## config.mk

```make
export PLATFORM = sky130hd
export DESIGN_NAME = sprite_frame_timeline
export DESIGN_NICKNAME = d
export VERILOG_FILES = /design/src/rtl/core/sft_pkg.sv /design/src/rtl/core/sft_ram.sv /design/src/rtl/core/sprite_frame_timeline.sv
export SDC_FILE = /design/constraint.sdc
export NUM_CORES = 1
export LEC_CHECK = 0
export BUFFER_PORTS_ARGS = -buffer_cell sky130_fd_sc_hd__buf_2
export CORE_ASPECT_RATIO = 0.5
export CORE_MARGIN = 2
export CORE_UTILIZATION = 55
export DETAILED_ROUTE_END_ITERATION = 16
export PLACE_DENSITY = 0.75
export SKIP_LAST_GASP = 1
export SYNTH_ARGS = -nofsm -noshare
export SYNTH_HDL_FRONTEND = slang
export SYNTH_SLANG_ARGS = --single-unit
```

## constraint.sdc

```tcl
create_clock -name aclk -period 6.6 [get_ports aclk]
set_input_delay 1.98 -clock aclk [delete_from_list [all_inputs] [get_ports aclk]]
set_output_delay 1.98 -clock aclk [all_outputs]
set_load 0.1 [all_outputs]
```

## src/rtl/core/sft_pkg.sv

```systemverilog
// ----------------------------------------------------------------------------
// sft_pkg: shared types and codes of the sprite frame timeline
// Operation and status codes, field widths and the sequencer state type.
// ----------------------------------------------------------------------------
package sft_pkg;

    localparam int TIME_W   = 20;
    localparam int REQ_W    = 32;
    localparam int FIELD_DUR_W = 16;
    localparam int IDX_IN_W = 16;
    localparam int DEPTH_W  = 3;
    localparam int OP_W     = 2;
    localparam int STAT_W   = 2;
    localparam int FRAME_OUT_W = 4;

    localparam logic [TIME_W-1:0] TIME_LIMIT = '1;

    localparam logic [OP_W-1:0] OP_ADD_FRAME = 2'd0;
    localparam logic [OP_W-1:0] OP_SET_TIME  = 2'd1;
    localparam logic [OP_W-1:0] OP_SET_INDEX = 2'd2;

    localparam logic [STAT_W-1:0] ST_OK        = 2'd0;
    localparam logic [STAT_W-1:0] ST_BAD_DEPTH = 2'd1;
    localparam logic [STAT_W-1:0] ST_FULL      = 2'd2;

    localparam logic CFG_LOOP_MODE    = 1'b0;
    localparam logic CFG_SPRITE_DEPTH = 1'b1;

    typedef enum logic [5:0] {
        S_IDLE   = 6'b000001,
        S_EXEC   = 6'b000010,
        S_DIV    = 6'b000100,
        S_PREP   = 6'b001000,
        S_WALK   = 6'b010000,
        S_FINISH = 6'b100000
    } state_t;

endpackage

```

## src/rtl/core/sft_ram.sv

```systemverilog
// ----------------------------------------------------------------------------
// sft_ram: generic simple dual-port RAM
// One write port, one read port with registered read data.
// ----------------------------------------------------------------------------
module sft_ram #(
    parameter int WIDTH = 16,
    parameter int DEPTH = 16
) (
    input  logic                                       aclk,
    input  logic                                       we,
    input  logic [((DEPTH > 1) ? $clog2(DEPTH) : 1)-1:0] waddr,
    input  logic [WIDTH-1:0]                           wdata,
    input  logic [((DEPTH > 1) ? $clog2(DEPTH) : 1)-1:0] raddr,
    output logic [WIDTH-1:0]                           rdata
);
    logic [WIDTH-1:0] mem [DEPTH];
    logic [WIDTH-1:0] rdata_reg;

    always_ff @(posedge aclk) begin
        if (we) begin
            mem[waddr] <= wdata;
        end
        rdata_reg <= mem[raddr];
    end

    assign rdata = rdata_reg;

endmodule

```

## src/rtl/core/sprite_frame_timeline.sv

```systemverilog
// ----------------------------------------------------------------------------
// sprite_frame_timeline: animation timeline of one sprite
// Frame duration table in RAM, time wrap via a serial divider, table walk.
// ----------------------------------------------------------------------------
// Usage:
//   s_axis carries one request per transaction (add frame, set time, set
//   frame index); m_axis returns exactly one status transaction per request,
//   in order. The configuration port sets loop mode and the sprite depth code
//   and the user must write it only while no request is in flight, which the
//   block itself does not enforce.
// Sequence (one request at a time): add frame, plain set index and an unused
//   opcode execute and finish; a set index that wraps first runs the 32-step
//   divider by the frame count. Set time walks N table entries (at most
//   MAX_FRAMES), after the divider when it wraps. The wrap runs one quotient bit
//   per cycle; the walk reads one duration per cycle from the table RAM.
// Reset: the timeline is empty, no frame is selected, time is zero, loop mode
//   is on and the sprite depth code is zero. Table contents are not cleared;
//   only entries below the frame count are ever used.
// Stall: a finished result waits in the output register; the next request is
//   accepted meanwhile and its result holds until the receiver takes the
//   pending one.
// ----------------------------------------------------------------------------
module sprite_frame_timeline #(
    parameter int MAX_FRAMES    = 16,
    parameter int DURATION_BITS = 16
) (
    input  logic        aclk,
    input  logic        aresetn,
    // configuration
    input  logic        cfg_wr_en,
    input  logic [0:0]  cfg_addr,
    input  logic [2:0]  cfg_wdata,
    // requests
    input  logic        s_axis_tvalid,
    output logic        s_axis_tready,
    // tdata: opcode[1:0], frame_duration[17:2], frame_depth[20:18],
    //        time_value[52:21], index_value[68:53], zero fill [71:69]
    input  logic [71:0] s_axis_tdata,
    // results
    output logic        m_axis_tvalid,
    input  logic        m_axis_tready,
    // tdata: status[1:0], frame_selected[2], current_frame[6:3],
    //        play_time[26:7], zero fill [31:27]
    output logic [31:0] m_axis_tdata
);
    localparam int AW    = (MAX_FRAMES > 1) ? $clog2(MAX_FRAMES) : 1;
    localparam int CNT_W = $clog2(MAX_FRAMES + 1);
    localparam int DUR_W = (DURATION_BITS < sft_pkg::FIELD_DUR_W) ?
                           DURATION_BITS : sft_pkg::FIELD_DUR_W;
    localparam int TW    = sft_pkg::TIME_W;
    localparam int RW    = sft_pkg::REQ_W;

    // Unpack the request
    logic [sft_pkg::OP_W-1:0]        in_opcode;
    logic [sft_pkg::FIELD_DUR_W-1:0] in_duration;
    logic [sft_pkg::DEPTH_W-1:0]     in_depth;
    logic [RW-1:0]                   in_time;
    logic [sft_pkg::IDX_IN_W-1:0]    in_index;

    assign in_opcode   = s_axis_tdata[1:0];
    assign in_duration = s_axis_tdata[17:2];
    assign in_depth    = s_axis_tdata[20:18];
    assign in_time     = s_axis_tdata[52:21];
    assign in_index    = s_axis_tdata[68:53];

    // Control and timeline state
    sft_pkg::state_t state_reg, state_next;
    logic             loop_mode_reg, loop_mode_next;
    logic [2:0]       sprite_depth_reg, sprite_depth_next;
    logic [CNT_W-1:0] frame_count_reg, frame_count_next;
    logic [TW-1:0]    total_time_reg, total_time_next;
    logic [TW-1:0]    time_now_reg, time_now_next;
    logic [AW-1:0]    sel_frame_reg, sel_frame_next;
    logic             sel_valid_reg, sel_valid_next;
    logic             m_valid_reg, m_valid_next;
    logic [31:0]      m_data_reg, m_data_next;
    logic [sft_pkg::STAT_W-1:0] status_reg, status_next;

    // Latched request (payload, no reset)
    logic [sft_pkg::OP_W-1:0]        op_reg;
    logic [DUR_W-1:0]                dur_reg;
    logic [sft_pkg::DEPTH_W-1:0]     depth_reg;
    logic [RW-1:0]                   tval_reg;
    logic [sft_pkg::IDX_IN_W-1:0]    ival_reg;

    // Serial divider and table walk
    logic [RW-1:0]    dvd_reg, dvd_next;
    logic [TW-1:0]    dsr_reg, dsr_next;
    logic [TW-1:0]    rem_reg, rem_next;
    logic [4:0]       div_cnt_reg, div_cnt_next;
    logic [TW-1:0]    rest_reg, rest_next;
    logic [AW-1:0]    walk_idx_reg, walk_idx_next;

    logic [TW:0]      trial;
    logic [TW:0]      trial_sub;
    logic [TW-1:0]    rem_step;
    logic [TW:0]      sum_total;
    logic [TW-1:0]    entry;
    logic             walk_last;
    logic [31:0]      sel_ext;

    // Table RAM
    logic             ram_we;
    logic [AW-1:0]    ram_waddr;
    logic [AW-1:0]    ram_raddr;
    logic [DUR_W-1:0] ram_rdata;

    sft_ram #(
        .WIDTH (DUR_W),
        .DEPTH (MAX_FRAMES)
    ) u_table (
        .aclk  (aclk),
        .we    (ram_we),
        .waddr (ram_waddr),
        .wdata (dur_reg),
        .raddr (ram_raddr),
        .rdata (ram_rdata)
    );

    assign s_axis_tready = (state_reg == sft_pkg::S_IDLE);
    assign m_axis_tvalid = m_valid_reg;
    assign m_axis_tdata  = m_data_reg;

    // One restoring divider step: shift in the next dividend bit
    assign trial     = {rem_reg, dvd_reg[RW-1]};
    assign trial_sub = trial - {1'b0, dsr_reg};
    assign rem_step  = (trial >= {1'b0, dsr_reg}) ? trial_sub[TW-1:0] : trial[TW-1:0];

    assign sum_total = {1'b0, total_time_reg} + (TW+1)'(dur_reg);
    assign entry     = TW'(ram_rdata);
    assign walk_last = ((CNT_W'(walk_idx_reg) + CNT_W'(1)) == frame_count_reg);
    assign sel_ext   = 32'(sel_frame_reg);

    assign ram_waddr = frame_count_reg[AW-1:0];

    always_comb begin
        state_next        = state_reg;
        loop_mode_next    = loop_mode_reg;
        sprite_depth_next = sprite_depth_reg;
        frame_count_next  = frame_count_reg;
        total_time_next   = total_time_reg;
        time_now_next     = time_now_reg;
        sel_frame_next    = sel_frame_reg;
        sel_valid_next    = sel_valid_reg;
        m_valid_next      = m_valid_reg;
        m_data_next       = m_data_reg;
        status_next       = status_reg;
        dvd_next          = dvd_reg;
        dsr_next          = dsr_reg;
        rem_next          = rem_reg;
        div_cnt_next      = div_cnt_reg;
        rest_next         = rest_reg;
        walk_idx_next     = walk_idx_reg;
        ram_we            = 1'b0;
        ram_raddr         = '0;

        // Drop a result once the receiver takes it
        if (m_valid_reg && m_axis_tready) begin
            m_valid_next = 1'b0;
        end

        if (cfg_wr_en) begin
            case (cfg_addr)
                sft_pkg::CFG_LOOP_MODE:    loop_mode_next    = cfg_wdata[0];
                sft_pkg::CFG_SPRITE_DEPTH: sprite_depth_next = cfg_wdata;
                default: ;
            endcase
        end

        case (state_reg)
            sft_pkg::S_IDLE: begin
                if (s_axis_tvalid) begin
                    state_next = sft_pkg::S_EXEC;
                end
            end

            sft_pkg::S_EXEC: begin
                status_next = sft_pkg::ST_OK;
                state_next  = sft_pkg::S_FINISH;
                case (op_reg)
                    sft_pkg::OP_ADD_FRAME: begin
                        if (depth_reg != sprite_depth_reg) begin
                            status_next = sft_pkg::ST_BAD_DEPTH;
                        end else if (frame_count_reg >= CNT_W'(MAX_FRAMES)) begin
                            status_next = sft_pkg::ST_FULL;
                        end else begin
                            ram_we           = 1'b1;
                            frame_count_next = frame_count_reg + CNT_W'(1);
                            total_time_next  = sum_total[TW] ? sft_pkg::TIME_LIMIT
                                                             : sum_total[TW-1:0];
                            if (!sel_valid_reg) begin
                                sel_frame_next = '0;
                                sel_valid_next = 1'b1;
                            end
                        end
                    end
                    sft_pkg::OP_SET_TIME: begin
                        if (tval_reg > RW'(total_time_reg)) begin
                            if (loop_mode_reg && (total_time_reg != '0)) begin
                                // Wrap into (0, total]: divide t-1 by total
                                dvd_next     = tval_reg - RW'(1);
                                dsr_next     = total_time_reg;
                                rem_next     = '0;
                                div_cnt_next = '0;
                                state_next   = sft_pkg::S_DIV;
                            end else begin
                                // Clamp, or an empty looping animation gives zero
                                time_now_next = loop_mode_reg ? '0 : total_time_reg;
                                rest_next     = loop_mode_reg ? '0 : total_time_reg;
                                state_next    = (frame_count_reg != '0) ?
                                                sft_pkg::S_PREP : sft_pkg::S_FINISH;
                            end
                        end else begin
                            time_now_next = tval_reg[TW-1:0];
                            rest_next     = tval_reg[TW-1:0];
                            state_next    = (frame_count_reg != '0) ?
                                            sft_pkg::S_PREP : sft_pkg::S_FINISH;
                        end
                    end
                    sft_pkg::OP_SET_INDEX: begin
                        if (frame_count_reg != '0) begin
                            if (ival_reg >= sft_pkg::IDX_IN_W'(frame_count_reg)) begin
                                if (loop_mode_reg) begin
                                    dvd_next     = RW'(ival_reg);
                                    dsr_next     = TW'(frame_count_reg);
                                    rem_next     = '0;
                                    div_cnt_next = '0;
                                    state_next   = sft_pkg::S_DIV;
                                end
                            end else begin
                                sel_frame_next = ival_reg[AW-1:0];
                                sel_valid_next = 1'b1;
                            end
                        end
                    end
                    default: ;
                endcase
            end

            sft_pkg::S_DIV: begin
                rem_next     = rem_step;
                dvd_next     = {dvd_reg[RW-2:0], 1'b0};
                div_cnt_next = div_cnt_reg + 5'd1;
                if (div_cnt_reg == 5'd31) begin
                    if (op_reg == sft_pkg::OP_SET_TIME) begin
                        // Remainder below total, so +1 stays within the field
                        time_now_next = rem_step + TW'(1);
                        rest_next     = rem_step + TW'(1);
                        state_next    = sft_pkg::S_PREP;
                    end else begin
                        sel_frame_next = rem_step[AW-1:0];
                        sel_valid_next = 1'b1;
                        state_next     = sft_pkg::S_FINISH;
                    end
                end
            end

            sft_pkg::S_PREP: begin
                // Issue the read of the first duration
                ram_raddr     = '0;
                walk_idx_next = '0;
                state_next    = sft_pkg::S_WALK;
            end

            sft_pkg::S_WALK: begin
                // Read ahead the next entry while this one is compared
                ram_raddr      = AW'(walk_idx_reg + AW'(1));
                sel_frame_next = walk_idx_reg;
                sel_valid_next = 1'b1;
                if ((rest_reg <= entry) || walk_last) begin
                    state_next = sft_pkg::S_FINISH;
                end else begin
                    rest_next     = rest_reg - entry;
                    walk_idx_next = AW'(walk_idx_reg + AW'(1));
                end
            end

            sft_pkg::S_FINISH: begin
                // Hold until the output register is free
                if (!m_valid_reg || m_axis_tready) begin
                    m_valid_next = 1'b1;
                    m_data_next  = {5'd0, time_now_reg, sel_ext[3:0],
                                    sel_valid_reg, status_reg};
                    state_next   = sft_pkg::S_IDLE;
                end
            end

            default: state_next = sft_pkg::S_IDLE;
        endcase
    end

    always_ff @(posedge aclk) begin
        if (!aresetn) begin
            state_reg        <= sft_pkg::S_IDLE;
            loop_mode_reg    <= 1'b1;
            sprite_depth_reg <= '0;
            frame_count_reg  <= '0;
            total_time_reg   <= '0;
            time_now_reg     <= '0;
            sel_frame_reg    <= '0;
            sel_valid_reg    <= 1'b0;
            m_valid_reg      <= 1'b0;
        end else begin
            state_reg        <= state_next;
            loop_mode_reg    <= loop_mode_next;
            sprite_depth_reg <= sprite_depth_next;
            frame_count_reg  <= frame_count_next;
            total_time_reg   <= total_time_next;
            time_now_reg     <= time_now_next;
            sel_frame_reg    <= sel_frame_next;
            sel_valid_reg    <= sel_valid_next;
            m_valid_reg      <= m_valid_next;
        end
    end

    always_ff @(posedge aclk) begin
        m_data_reg   <= m_data_next;
        status_reg   <= status_next;
        dvd_reg      <= dvd_next;
        dsr_reg      <= dsr_next;
        rem_reg      <= rem_next;
        div_cnt_reg  <= div_cnt_next;
        rest_reg     <= rest_next;
        walk_idx_reg <= walk_idx_next;
        if (s_axis_tvalid && s_axis_tready) begin
            op_reg    <= in_opcode;
            dur_reg   <= in_duration[DUR_W-1:0];
            depth_reg <= in_depth;
            tval_reg  <= in_time;
            ival_reg  <= in_index;
        end
    end

endmodule

```

==> impl_metrics.sql <==
INSERT INTO impl_metrics (metric_group, metric, value, unit) VALUES
('run_status', 'run_status', 'finished, final reports clean', ''),
('worst_setup_path', 'worstPathCellList', 'ha_1 -> and2_1 -> and3_1 -> a31oi_2 -> o21a_1 -> nand2_2 -> a21oi_1 -> ha_1 -> nand2_1 -> nand4b_1 -> a2111oi_2 -> a21oi_1 -> or3_4 -> nor2_2 -> mux2i_1 -> o211ai_1', ''),
('cells_and_area', 'fillerInstances', '3511', ''),
('timing', 'final-max-slew-violation-count', '0', ''),
('timing', 'layout_min_cycle_time', '5.36', 'ns'),
('yosys', 'synth_sequential_area_ratio', '0.601', ''),
('yosys', 'ys_seq_elements', '532', ''),
('yosys', 'post-synth-top-area-cell', 'edfxtp_1', ''),
('yosys', 'cells_taking_the_most_area_after_synthesis', 'edfxtp_1 (54%), dfxtp_1 (6.1%), ha_1 (4.4%)', ''),
('yosys', 'synth_area_per_cell', '11.6', 'sq um'),
('worst_setup_path', 'critical-path-max-stage-delay', '0.58', 'ns'),
('floorplanning', 'num_io_pins', '115', ''),
('timing', 'layout_setup_ws', '1.24', 'ns'),
('timing', 'hold_violations', '0', ''),
('power', 'cellLeakagePower', '9.93', 'nW'),
('timing', 'timing.max_slew.rel_slack', '0.237', ''),
('floorplanning', 'core.rowCount', '55', ''),
('worst_setup_path', 'setup.worst_path.end_class', 'flop', ''),
('cells_and_area', 'post_route_insts_no_fill', '2908', ''),
('clock_tree', 'clkSlewWorstSetupHoldPaths', '0.07', 'ns'),
('yosys', 'synthesis.yosys.warnings', '0', ''),
('cells_and_area', 'most_common_cell_after_layout_fill_and_taps_aside', 'edfxtp_1', ''),
('worst_setup_path', 'setup_crit_start_kind', 'flop', ''),
('yosys', 'netlist-cell-type-count', '98', ''),
('route', 'dr.first_iter.drc_count', '2436', ''),
('power', 'netSwitchingFraction', '0.229', ''),
('yosys', 'post_synth_top_area_share', '0.540', ''),
('yosys', 'postSynth.asyncResetShare', '0', ''),
('yosys', 'most_used_dff_post_synth', 'edfxtp_1', ''),
('route', 'route.detailed.drc', '0', ''),
('clock_tree', 'cts_max_path_buffers', '3', ''),
('flow_run', 'max_cap_violations', '0', ''),
('floorplanning', 'chipHeight', '156', 'um'),
('cells_and_area', 'areaGrowthSynthToFinish', '11.2', '%'),
('timing', 'unrepaired_setup_endpoints_after_global_routing', 'no', ''),
('clock_tree', 'post_cts_resize_count', '0', ''),
('route', 'drt-pass1-iter-count', '5', ''),
('worst_setup_path', 'worstPathMaxFanout', '31', ''),
('yosys', 'syn-instance-count', '2187', ''),
('clock_tree', 'clock_sink_count', '532', ''),
('timing', 'final.setup.tns', '0', 'ns'),
('worst_setup_path', 'critical-path-top-delay-family', 'simple AND/OR/NAND/NOR gates', ''),
('placement', 'quantity_of_i_o_buffers_inserted_on_ports', '106', ''),
('timing', 'report.final.setup_viol', '0', ''),
('clock_tree', 'cts_buffers', '47', ''),
('placement', 'dpl.cell_count', '2819', ''),
('placement', 'place_congestion', '0.932', ''),
('floorplanning', 'overall_die_width', '307', 'um'),
('power', 'ir_drop', '223', 'uV'),
('cells_and_area', 'num-nets-final', '2443', ''),
('route', 'drt_wl_total', '65.1', 'mm'),
('min_path', 'class_of_the_most_critical_hold_timing_path', 'reg -> reg', ''),
('cells_and_area', 'final_cell_mix', 'edfxtp_1 (455), nand2_1 (253), nand3_1 (148)', ''),
('power', 'intPower', '5.57', 'mW'),
('power', 'power.density_cell_area', '257', 'nW/um^2'),
('timing', 'fmax', '187', 'MHz'),
('timing', 'clock_skew', '0.0294', 'ns'),
('floorplanning', 'coreArea', '45300', 'sq um'),
('placement', 'detailed_place_hpwl', '42.9', 'mm'),
('global_routing', 'globalRoute.totalOverflow', '0', ''),
('route', 'vias', '18100', ''),
('power', 'power_frac_clock', '0.405', ''),
('cells_and_area', 'largest_reg_flops', '256', ''),
('clock_tree', 'cts.repair_timing.setup_buffer_count', '0', ''),
('global_routing', 'grtUsageTotal', '0.268', ''),
('placement', 'post-place-ws', '1.35', 'ns'),
('yosys', 'syn-cell-area', '25300', 'sq um'),
('power', 'switching_power', '1.65', 'mW'),
('timing', 'holdWs', '0.421', 'ns'),
('floorplanning', 'floorplan.initialDensity', '0.559', ''),
('clock_tree', 'cts_htree_levels', '2', '');
routing by layer:
layer / vias up / GRT usage / wire, um
li1: 8379 / - / -
met1: 8813 / 0.378 / 27800
met2: 798 / 0.428 / 30000
met3: 107 / 0.0538 / 6020
met4: 0 / 0.0688 / 1390
met5: - / 0 / 0
metrics by stage:
stage	power [mW]	instance area (sq um)	util
6_report	7.22	28100	0.621
5_1_grt	7.44	28100	0.621
4_1_cts	7.24	28100	0.621
3_5_place_dp	4.36	26500	0.585
3_3_place_gp	4.35	26500	0.585
2_1_floorplan	4.20	25300	-
Yosys cell counts (13+ instances only):
cell and n:
nor2b_1 14, edfxtp_1 455, inv_1 92, nor3_1 44, dfxtp_1 77, o211ai_1 19
a21oi_1 91, or3_1 15, clkbuf_1 81, o21a_1 19, ha_1 89, nand4_1 18
nor4_1 17, o21ai_0 111, a21o_1 30, a31oi_1 35, xnor2_1 65, o221ai_1 62
o221a_2 16, xor2_1 26, nor2_1 145, nand3_1 148, nand2_1 254, mux2i_1 17
and3_1 13
logic make-up (layout without fill, tap and decap cells):
kind of cell,after synthesis,in the layout,synth area share
simple gates,734,734,0.137
other cells,1,6,0.000148
xor+xnor,91,91,0.0315
compound gates,503,503,0.141
buf+inv,213,331,0.0350
flops,532,532,0.601
fa+ha+maj,92,92,0.0464
mux,21,21,0.00860
path summary, 6_finish.rpt:
kind	startpoint	end	depth (start not counted)	slack, ns
setup / recovery	rem_reg[10]$_SDFFCE_PN0P_	rest_reg[18]$_DFFE_PP_	16	1.24
hold / removal	status_reg[0]$_SDFFCE_PN0P_	m_axis_tdata[0]$_DFFE_PP_	0	0.42
setup reg to reg	rem_reg[10]$_SDFFCE_PN0P_	rest_reg[18]$_DFFE_PP_	16	1.24
hold reg to reg	status_reg[0]$_SDFFCE_PN0P_	m_axis_tdata[0]$_DFFE_PP_	0	0.42
worst register-to-register path: stages, from the launching register on:
cell,delay [ns]
edfxtp_1,0.45
ha_1,0.41
and2_1,0.28
and3_1,0.25
a31oi_2,0.21
o21a_1,0.26
nand2_2,0.46
a21oi_1,0.58
ha_1,0.34
nand2_1,0.06
nand4b_1,0.23
a2111oi_2,0.36
a21oi_1,0.20
or3_4,0.44
nor2_2,0.13
mux2i_1,0.30
o211ai_1,0.13
layout make-up:
| type | instances | area (sq um) | share of cell area |
|---|---|---|---|
| sequential | 532 | 15200 | 0.540 |
| multi-input combinational | 1446 | 9300 | 0.331 |
| clock buffer | 64 | 1330 | 0.0473 |
| timing repair buffer | 147 | 863 | 0.0307 |
| tap | 598 | 748 | 0.0266 |
| inverter | 96 | 362 | 0.0129 |
| clock inverter | 24 | 322 | 0.0114 |
| antenna | 1 | 2.50 | 0.0000889 |
power groups by stage:
stage / logic, mW / clock network, mW / registers (mW)
floorplan: 0.291 / 0 / 3.91
finish: 0.409 / 2.93 / 3.89
detailed placement: 0.403 / 0 / 3.96
global route: 0.451 / 3.10 / 3.89
CTS: 0.406 / 2.95 / 3.89
global placement: 0.392 / 0 / 3.95
Power figures use the tool's default switching activity.
